<file path="src/rtl/core/rlbd_pkg.sv">
// Shared constants and widths for the resistor-ladder button decoder.
// No dependencies.
`default_nettype none
package rlbd_pkg;
    localparam logic OP_DECODE = 1'b0;
    localparam logic OP_LOAD   = 1'b1;
    localparam logic KIND_SINGLE = 1'b0;
    localparam logic KIND_MULTI  = 1'b1;
    localparam logic [1:0] REG_COUNT  = 2'd0;
    localparam logic [1:0] REG_SUPPLY = 2'd1;
    localparam logic [1:0] REG_SERIES = 2'd2;
    localparam logic [15:0] SUPPLY_RESET = 16'd3300;
    localparam int NUM_W = 49;
    localparam int DEN_W = 18;
    localparam int QUO_W = 49;
endpackage
`default_nettype wire

</file>
<file path="src/rtl/core/rlbd_divider.sv">
// Restoring bit-serial divider: one quotient bit per cycle.
// Depends on rlbd_pkg.
`default_nettype none
module rlbd_divider
    import rlbd_pkg::*;
(
    input  wire logic             aclk,
    input  wire logic             aresetn,
    input  wire logic             start,
    input  wire logic [NUM_W-1:0] num,
    input  wire logic [DEN_W-1:0] den,
    output logic                  done,
    output logic [QUO_W-1:0]      quo
);
    logic [NUM_W-1:0] q_reg;
    logic [DEN_W:0]   rem_reg;
    logic [DEN_W-1:0] den_reg;
    logic [5:0]       cnt_reg;
    logic             busy_reg;
    logic [DEN_W:0]   shifted;
    logic [DEN_W:0]   diff;

    assign shifted = {rem_reg[DEN_W-1:0], q_reg[NUM_W-1]};
    assign diff    = shifted - {1'b0, den_reg};

    always_ff @(posedge aclk) begin
        if (!aresetn) begin
            busy_reg <= 1'b0;
            done     <= 1'b0;
            cnt_reg  <= '0;
        end else begin
            done <= 1'b0;
            if (start) begin
                busy_reg <= 1'b1;
                cnt_reg  <= 6'(NUM_W);
                q_reg    <= num;
                rem_reg  <= '0;
                den_reg  <= den;
            end else if (busy_reg) begin
                if (!diff[DEN_W]) begin
                    rem_reg <= diff;
                    q_reg   <= {q_reg[NUM_W-2:0], 1'b1};
                end else begin
                    rem_reg <= shifted;
                    q_reg   <= {q_reg[NUM_W-2:0], 1'b0};
                end
                cnt_reg <= cnt_reg - 6'd1;
                if (cnt_reg == 6'd1) begin
                    busy_reg <= 1'b0;
                    done     <= 1'b1;
                end
            end
        end
    end
    assign quo = q_reg;
endmodule
`default_nettype wire

</file>
<file path="src/rtl/core/rlbd_multiplier.sv">
// Shift-add multiplier: 17-bit sample times 32-bit resistance, one bit per cycle.
// Depends on rlbd_pkg.
`default_nettype none
module rlbd_multiplier
    import rlbd_pkg::*;
(
    input  wire logic             aclk,
    input  wire logic             aresetn,
    input  wire logic             start,
    input  wire logic [16:0]      a,
    input  wire logic [31:0]      b,
    output logic                  done,
    output logic [NUM_W-1:0]      prod
);
    logic [16:0]      a_reg;
    logic [NUM_W-1:0] b_reg;
    logic [NUM_W-1:0] acc_reg;
    logic [4:0]       cnt_reg;
    logic             busy_reg;

    always_ff @(posedge aclk) begin
        if (!aresetn) begin
            busy_reg <= 1'b0;
            done     <= 1'b0;
            cnt_reg  <= '0;
        end else begin
            done <= 1'b0;
            if (start) begin
                busy_reg <= 1'b1;
                cnt_reg  <= 5'd17;
                a_reg    <= a;
                b_reg    <= NUM_W'(b);
                acc_reg  <= '0;
            end else if (busy_reg) begin
                if (a_reg[0]) acc_reg <= acc_reg + b_reg;
                a_reg   <= a_reg >> 1;
                b_reg   <= b_reg << 1;
                cnt_reg <= cnt_reg - 5'd1;
                if (cnt_reg == 5'd1) begin
                    busy_reg <= 1'b0;
                    done     <= 1'b1;
                end
            end
        end
    end
    assign prod = acc_reg;
endmodule
`default_nettype wire

</file>
<file path="src/rtl/core/resistor_ladder_button_decoder.sv">
// Top level: table, sequencer, window scan and resistance walk.
// Depends on rlbd_pkg, rlbd_multiplier, rlbd_divider.
//
//  channel | prefix | direction | carries
//  input   | s_     | in        | op, sample, table entry
//  result  | m_     | out       | press_kind, button_value
//  config  | cfg_   | in        | button_count, supply, series R
//
// Load: writes one table entry and is ready again at once. Decode: window steps over
// the n buttons in use, a multiply, a divide (49 quotient bits), walk steps over the
// n buttons and an output step. A window hit skips the multiply, divide and walk.
// Reset is synchronous, active low.
// A result sits in the output register; the next request is taken while it waits.
`default_nettype none
module resistor_ladder_button_decoder
    import rlbd_pkg::*;
#(
    parameter int BUTTONS = 8
) (
    input  wire logic        aclk,
    input  wire logic        aresetn,
    input  wire logic        cfg_we,
    input  wire logic [1:0]  cfg_index,
    input  wire logic [31:0] cfg_data,
    input  wire logic        s_valid,
    output logic             s_ready,
    input  wire logic        s_op,
    input  wire logic [16:0] s_sample_sum,
    input  wire logic [3:0]  s_entry_index,
    input  wire logic [15:0] s_entry_voltage,
    input  wire logic [15:0] s_entry_tolerance,
    input  wire logic [31:0] s_entry_resistance,
    output logic             m_valid,
    input  wire logic        m_ready,
    output logic             m_press_kind,
    output logic [7:0]       m_button_value
);
    localparam int IW = (BUTTONS > 1) ? $clog2(BUTTONS) : 1;
    localparam logic [2:0] ST_IDLE = 3'd0, ST_WIN = 3'd1, ST_MUL = 3'd2,
                           ST_DIV = 3'd3, ST_WALK = 3'd4, ST_OUT = 3'd5;

    logic [15:0] volt_mem [BUTTONS];
    logic [15:0] tol_mem  [BUTTONS];
    logic [31:0] res_mem  [BUTTONS];

    logic [3:0]  count_reg;
    logic [15:0] supply_reg;
    logic [31:0] series_reg;

    logic [2:0]  state_reg;
    logic [16:0] sum_reg;
    logic [3:0]  k_reg;
    logic [3:0]  n_reg;
    logic [7:0]  mask_reg;
    logic        kind_reg;
    logic signed [50:0] rem_reg;
    logic        mul_start, div_start, mul_done, div_done;
    logic [NUM_W-1:0] prod;
    logic [QUO_W-1:0] quo;
    logic [DEN_W-1:0] den;

    logic [15:0] e_v, e_t;
    logic [31:0] e_r;
    logic [16:0] lo, hi;
    logic [15:0] vavg;
    logic        win_hit, walk_hit;

    assign e_v = volt_mem[k_reg[IW-1:0]];
    assign e_t = tol_mem[k_reg[IW-1:0]];
    assign e_r = res_mem[k_reg[IW-1:0]];
    assign vavg = sum_reg[16:1];
    assign lo = {1'b0, e_v} - {1'b0, e_t};
    assign hi = {1'b0, e_v} + {1'b0, e_t};
    assign win_hit = (e_t <= e_v) && ({1'b0, vavg} >= lo) && ({1'b0, vavg} <= hi);
    assign walk_hit = (e_t <= e_r[15:0] || e_r[31:16] != 16'd0) &&
                      (rem_reg >= $signed({19'd0, e_r - {16'd0, e_t}}));
    assign den = {1'b0, supply_reg, 1'b0} - {1'b0, sum_reg};

    rlbd_multiplier u_mul (.aclk, .aresetn, .start(mul_start), .a(sum_reg),
                           .b(series_reg), .done(mul_done), .prod);
    rlbd_divider u_div (.aclk, .aresetn, .start(div_start), .num(prod), .den,
                        .done(div_done), .quo);

    assign s_ready = (state_reg == ST_IDLE);
    assign mul_start = (state_reg == ST_WIN) && (k_reg >= n_reg) &&
                       ({1'b0, sum_reg} < {1'b0, supply_reg, 1'b0});
    assign div_start = (state_reg == ST_MUL) && mul_done;

    always_ff @(posedge aclk) begin
        if (!aresetn) begin
            count_reg  <= '0;
            supply_reg <= SUPPLY_RESET;
            series_reg <= '0;
        end else if (cfg_we) begin
            case (cfg_index)
                REG_COUNT:  count_reg  <= cfg_data[3:0];
                REG_SUPPLY: supply_reg <= cfg_data[15:0];
                REG_SERIES: series_reg <= cfg_data;
                default: ;
            endcase
        end
    end

    always_ff @(posedge aclk) begin
        if (s_valid && s_ready && s_op == OP_LOAD && s_entry_index >= 4'd1 &&
            {28'd0, s_entry_index} <= 32'(BUTTONS)) begin
            volt_mem[IW'(s_entry_index - 4'd1)] <= s_entry_voltage;
            tol_mem[IW'(s_entry_index - 4'd1)]  <= s_entry_tolerance;
            res_mem[IW'(s_entry_index - 4'd1)]  <= s_entry_resistance;
        end
    end

    always_ff @(posedge aclk) begin
        if (!aresetn) begin
            state_reg <= ST_IDLE;
            m_valid   <= 1'b0;
        end else begin
            if (state_reg == ST_OUT && (!m_valid || m_ready)) begin
                m_valid <= 1'b1;
            end else if (m_ready) begin
                m_valid <= 1'b0;
            end
            case (state_reg)
                ST_IDLE: if (s_valid && s_op == OP_DECODE) begin
                    sum_reg   <= s_sample_sum;
                    k_reg     <= '0;
                    n_reg     <= ({28'd0, count_reg} > 32'(BUTTONS)) ? 4'(BUTTONS) : count_reg;
                    state_reg <= ST_WIN;
                end
                ST_WIN: begin
                    if (k_reg >= n_reg) begin
                        state_reg <= mul_start ? ST_MUL : ST_IDLE;
                    end else if (win_hit) begin
                        mask_reg  <= 8'(k_reg + 4'd1);
                        kind_reg  <= KIND_SINGLE;
                        state_reg <= ST_OUT;
                    end else k_reg <= k_reg + 4'd1;
                end
                ST_MUL: if (mul_done) state_reg <= ST_DIV;
                ST_DIV: if (div_done) begin
                    rem_reg   <= $signed({2'd0, quo});
                    k_reg     <= '0;
                    mask_reg  <= '0;
                    state_reg <= ST_WALK;
                end
                ST_WALK: begin
                    if (k_reg >= n_reg) begin
                        kind_reg  <= KIND_MULTI;
                        state_reg <= (mask_reg != 8'd0) ? ST_OUT : ST_IDLE;
                    end else begin
                        if (walk_hit) begin
                            mask_reg[k_reg[2:0]] <= 1'b1;
                            rem_reg <= rem_reg - $signed({19'd0, e_r});
                        end
                        k_reg <= k_reg + 4'd1;
                    end
                end
                ST_OUT: if (!m_valid || m_ready) begin
                    m_press_kind   <= kind_reg;
                    m_button_value <= mask_reg;
                    state_reg      <= ST_IDLE;
                end
                default: state_reg <= ST_IDLE;
            endcase
        end
    end
endmodule
`default_nettype wire

</file>
<file path="config.mk">
export PLATFORM = sky130hd
export DESIGN_NAME = resistor_ladder_button_decoder
export DESIGN_NICKNAME = d
export VERILOG_FILES = /design/src/rtl/core/rlbd_pkg.sv /design/src/rtl/core/rlbd_divider.sv /design/src/rtl/core/rlbd_multiplier.sv /design/src/rtl/core/resistor_ladder_button_decoder.sv
export SDC_FILE = /design/constraint.sdc
export NUM_CORES = 1
export LEC_CHECK = 0
export ABC_AREA = 1
export BUFFER_PORTS_ARGS = -buffer_cell sky130_fd_sc_hd__buf_2
export CAP_MARGIN = 20
export CORE_AREA = 2 2 275 277
export CTS_CLUSTER_DIAMETER = 120
export DETAILED_ROUTE_END_ITERATION = 16
export DIE_AREA = 0 0 277 279
export PLACE_DENSITY_LB_ADDON = 0.1
export SETUP_SLACK_MARGIN = 0.3
export SYNTH_ARGS = -nofsm -noshare
export SYNTH_HDL_FRONTEND = slang
export SYNTH_SLANG_ARGS = --single-unit
</file>
<file path="constraint.sdc">
create_clock -name aclk -period 9.8 [get_ports aclk]
set_clock_uncertainty 0.1 [all_clocks]
set_input_delay 0.98 -clock aclk [delete_from_list [all_inputs] [get_ports aclk]]
set_output_delay 0.98 -clock aclk [all_outputs]
set_load 0.02 [all_outputs]
</file>
# --- Word-level counts from Yosys, hierarchy flattened ---
# Memories as Yosys holds them, arrays and structs flattened. A register that Yosys moved wholly into a read port is not among the register bits.
# Cells that the tools add are included.
word_totals:
  regBits: 365
  mem_bits_rw: 512
  output_inout_bits: 11
  elab_cells: 188
  memories: 3
mem_list:
  columns: ["memory", "words", "word_bits", "read_ports", "rd_ports_with_merged_regs", "wr", "line", "text"]
  rows:
  - ["res_mem", 8, 32, 1, 1, 1, "resistor_ladder_button_decoder.sv:44", "logic [31:0] res_mem [BUTTONS];"]
  - ["tol_mem", 8, 16, 1, 1, 1, "resistor_ladder_button_decoder.sv:43", "logic [15:0] tol_mem [BUTTONS];"]
  - ["volt_mem", 8, 16, 1, 1, 1, "resistor_ladder_button_decoder.sv:42", "logic [15:0] volt_mem [BUTTONS];"]
classes:
  addsub: 12
  magnitude_cmp: 12
  eq_ne: 20
  n_mux: 62
  n_bitwise: 5
  n_reduce_logical: 46
op_table:
  columns: ["operator", "n"]
  rows:
  - ["2-to-1 mux 49 bit", 5]
  - ["2-to-1 mux 51 bit", 3]
  - ["case mux 51 bit (2 select lines)", 1]
  - ["greater-or-equal comparator 51 x 33 -> 1 bit", 1]
  - ["subtractor 51 x 33 -> 51 bit", 1]
  - ["adder 49 bit", 1]
  - ["2-to-1 mux 8 bit", 5]
  - ["2-to-1 mux 18 bit", 2]
  - ["2-to-1 mux 17 bit", 2]
  - ["2-to-1 mux 3 bit", 11]
  - ["less-or-equal comparator 16 bit", 2]
  - ["2-to-1 mux 32 bit", 1]
  - ["subtractor 32 x 16 -> 32 bit", 1]
  - ["case mux 8 bit (3 select lines)", 1]
  - ["2-to-1 mux 4 bit", 5]
  - ["subtractor 19 x 18 -> 19 bit", 1]
  - ["case mux 3 bit (6 select lines)", 1]
  - ["subtractor 17 x 17 -> 18 bit", 1]
  - ["adder 16 x 16 -> 17 bit", 1]
  - ["greater-or-equal comparator 16 x 17 -> 1 bit", 1]
  - ["less-or-equal comparator 16 x 17 -> 1 bit", 1]
  - ["< comparator 17 bit", 1]
  - ["2-to-1 mux 1 bit", 17]
  - ["subtractor 16 x 16 -> 17 bit", 1]
  - ["46 further kinds", 90]

# --- Longest topological paths before layout ---
logic_depth:
  ltp_word: 8
  depth_mapped: 38
  mapped_depth_nobuf: 33

# --- Modules after synthesis ---
# From an unflattened synthesis, not the netlist that was laid out.
unflattened:
  cells_unflattened: 5381
  hier_area_um2: 48054.8
modules_own_cells:
  columns: ["module", "n_inst", "cells_per_inst", "area_each_um2", "seq_area_each_um2"]
  rows:
  - ["resistor_ladder_button_decoder", 1, 3443, 33861.2, 19378.6]
  - ["rlbd_multiplier", 1, 1339, 9082.5, 3593.4]
  - ["rlbd_divider", 1, 599, 5111.2, 2712.6]

# --- Least setup slack after synthesis ---
# No wires, ideal clock.
synth_timing:
  kind: "register -> register"
  start: "reg with a tool-made name"
  end: "reg rem_reg[0] (enable)"
  setup_ns: 0.460
  arrival_time_ns: 6.462
  required_time_ns: 9.240
  path_slack_ns: 2.778
  path_stages_with_launch: 33
  path_buffers: 5
  period_less_slack_ns: 7.022
  path_cell_list: "dfxtp_1 -> inv_2 -> buf_6 -> buf_4 -> buf_4 -> buf_2 -> clkbuf_1 -> o21ai_0 -> o22ai_1 -> nand2_1 -> o21ai_1 -> inv_1 -> ha_1 -> fa_1 -> o21ai_0 -> nand3_1 -> nand2_1 -> nand2_1 -> nand2_1 -> a21boi_1 -> xor2_1 -> ha_1 -> inv_1 -> nor3_1 -> nor3b_1 -> nand4_1 -> nand3_1 -> nand2_1 -> nand2_1 -> nand2_1 -> nand2_1 -> a21oi_1 -> nor2_1"
synth_rtl:
  columns: ["item", "line", "text"]
  rows:
  - ["end signal, assigned", "resistor_ladder_button_decoder.sv:141", "rem_reg <= $signed({2'd0, quo});"]
  - ["end signal, assigned", "resistor_ladder_button_decoder.sv:153", "rem_reg <= rem_reg - $signed({19'd0, e_r});"]
  - ["end, declared", "resistor_ladder_button_decoder.sv:56", "logic signed [50:0] rem_reg;"]

==> results.json <==
{
  "grt.total_usage": 0.336,
  "synthArstFlopShare": 0,
  "register_area_um2": 25700,
  "netlist_area_um2": 46600,
  "cts-resized-gates": 0,
  "synth_fa_ha_area_frac": 0.0712,
  "ctsHoldBuffers": 0,
  "critPathMaxStageDelay_ps": 800,
  "area_delta_synth_final_pct": 10.1,
  "start_util": 0.629,
  "synthSimpleGateAreaFrac": 0.153,
  "ys_ff_latch": 880,
  "die_x_um": 277,
  "ys_types": 46,
  "rrSetupSlack_ps": 1640,
  "slowest_stage": "nor2_1",
  "die_height_um": 279,
  "met3_usage": 0.0438,
  "syn_inst": 4962,
  "synth.mux.area_fraction": 0,
  "period_share": 0.833,
  "io_buffers": 135,
  "startpoint_type": "flop",
  "std_cell_rows": 100,
  "max_freq_mhz": 123,
  "cp-end-kind": "flop",
  "met2_usage": 0.503,
  "power_leakage_uw": 0.0201,
  "gp_congestion": 1.03,
  "rsz0062_at_grt": "false",
  "avgSynthCellArea_um2": 9.39,
  "synth-main-ff-cell": "edfxtp_1",
  "met1_usage": 0.518,
  "final.setup.worst_slack_ps": 1640,
  "critPathMaxFanout": 70,
  "nNetsFinal": 5442,
  "hold-path-cell-count": 0,
  "synth_compound_area_frac": 0.140,
  "cap_viol_max_count": 0,
  "reg_top3": "res_mem: 256 flops, tol_mem: 128 flops, volt_mem: 128 flops",
  "layout_min_cycle_time_ps": 8160,
  "worst_pin_slew_ps": 1040,
  "grt-ovfl-total": 0,
  "final_util": 0.693,
  "multi_input_area_um2": 18200,
  "fill_cells": 5846,
  "post_cts_buffers": 0,
  "synth_top_family_by_area": "simple AND/OR/NAND/NOR gates",
  "synth-seq-area-share": 0.551,
  "grt_pass1_vias": 33600,
  "htree_levels": 3,
  "drive_gt1_frac": 0.0710,
  "first_pass_iters": 6,
  "synth_xor_area_frac": 0.0250,
  "root_buffer": "clkbuf_16",
  "ir_drop_v": 0.000273,
  "clock-sinks": 880,
  "powerDensity_nw_per_um2": 337,
  "vias": 36500,
  "outcome": "finished, final reports clean",
  "yosysWarnings": 0,
  "first_iter_violations": 4596,
  "largest_register_ffs": 256,
  "postRouteAntennaNets": 0,
  "setup_viol": 0,
  "fp.coreArea_um2": 74100,
  "viasPerCell": 5.99,
  "worstSkewPairLatency_ps": 670,
  "routed_wirelength_um": 131000,
  "clkTransAtPathRegs_ps": 60,
  "setup-tns-final_ps": 0,
  "clockBufferDepth": 3,
  "grt_max_degree": 155,
  "place_hpwl_um": 93600,
  "largest-register": "res_mem",
  "hold_viol": 0,
  "die-area_um2": 77300,
  "drc": 0,
  "slew_viol_final": 0,
  "ff2ff_path_depth": 28,
  "cts_buffers": 92,
  "endpoint": "mask_reg[5]",
  "antenna_found_initial": 10,
  "whs_ps": 332,
  "path_class": "flop to flop",
  "wl_per_cell_um": 21.4,
  "synth-edff-count": 806,
  "hp-class": "flop to flop",
  "grt_pass1_wl_um": 199000,
  "ioPinCount": 136,
  "max-slew-margin-rel": 0.302,
  "synth_nets": 5348,
  "tritoncts": "yes",
  "dp_slack_ps": 1850,
  "busiest_layer": "met1",
  "rr_endpoint": "mask_reg[5]",
  "required_ps": 9980,
  "critPathArrivalTime_ps": 8340
}
power by group:
part,switching [uW],internal (uW)
combinational,6340,2990
clock,1500,2050
sequential,135,4260
total,7970,9300
cell families (layout without fill, tap and decap cells):
logic type,Yosys count,after routing
xor+xnor,133,133
compound gates,1209,1209
simple gates,1766,1766
flops,880,880
fa+ha+maj,261,261
buf+inv,713,881
other cells,0,4
metal layers:
metal  share of wire  wire (um)  up-vias
li1                -          -    17300
met1            0.45      59100    17400
met2            0.44      57100     1700
met3           0.089      11700      163
met4           0.022       2820        2
met5        0.000099         13        -
placed cells by master, fill, tap and decap left out, drive strengths merged, types with 78 or more instances in the layout:
cell / Yosys / routed
nand2: 782 / 782
a21oi: 319 / 319
xor2: 78 / 78
o21ai: 642 / 642
nand3: 143 / 143
inv: 540 / 545
nor2: 705 / 705
clkbuf: 113 / 119
ha: 254 / 254
buf: 59 / 172
o22ai: 105 / 105
edfxtp: 806 / 806
area by class of cell:
| type | count | area share |
|---|---|---|
| antenna | 4 | 0.000195 |
| timing repair buffer | 172 | 0.0192 |
| sequential | 880 | 0.501 |
| clock inverter | 49 | 0.0107 |
| tap | 969 | 0.0236 |
| clock buffer | 119 | 0.0499 |
| inverter | 541 | 0.0398 |
| multi-input combinational | 3369 | 0.356 |
stage by stage:
step	std cells	power, uW	instance area [um2]
CTS	6098	17000	51300
global route	6103	18300	51300
detailed placement	5930	13500	48100
floorplan	4962	10800	46600
finish	6103	17300	51300
global placement	5929	13400	48100
cell usage after synthesis (43+ instances only):
cell      count  area share
edfxtp_1    806        0.52
nand2_1     780       0.063
nor2_1      703       0.057
o21ai_0     560       0.060
inv_1       535       0.043
a21oi_1     319       0.034
ha_1        254       0.068
nand3_1     143       0.015
clkbuf_1    113      0.0091
o22ai_1     105       0.014
xor2_1       78       0.015
dfxtp_1      74       0.032
o21ai_1      73      0.0078
xnor2_1      55       0.010
nor3_1       44      0.0047
buf_2        43      0.0046
worst min-delay path by stage:
stage               startpoint            to  slack, ps
floorplan             kind_reg  m_press_kind        300
finish                kind_reg  m_press_kind        330
global route          kind_reg  m_press_kind        340
detailed placement    kind_reg  m_press_kind        320
CTS                   kind_reg  m_press_kind        330
global placement      kind_reg  m_press_kind        300
critical path: cells and delay by family (launching register included):
kind,cells,cell delay (ps)
compound gates,9,1950
simple gates,10,2330
xor+xnor,1,120
flops,1,660
fa+ha+maj,2,860
buf+inv,6,1680
(Power assumes the default switching activity.)
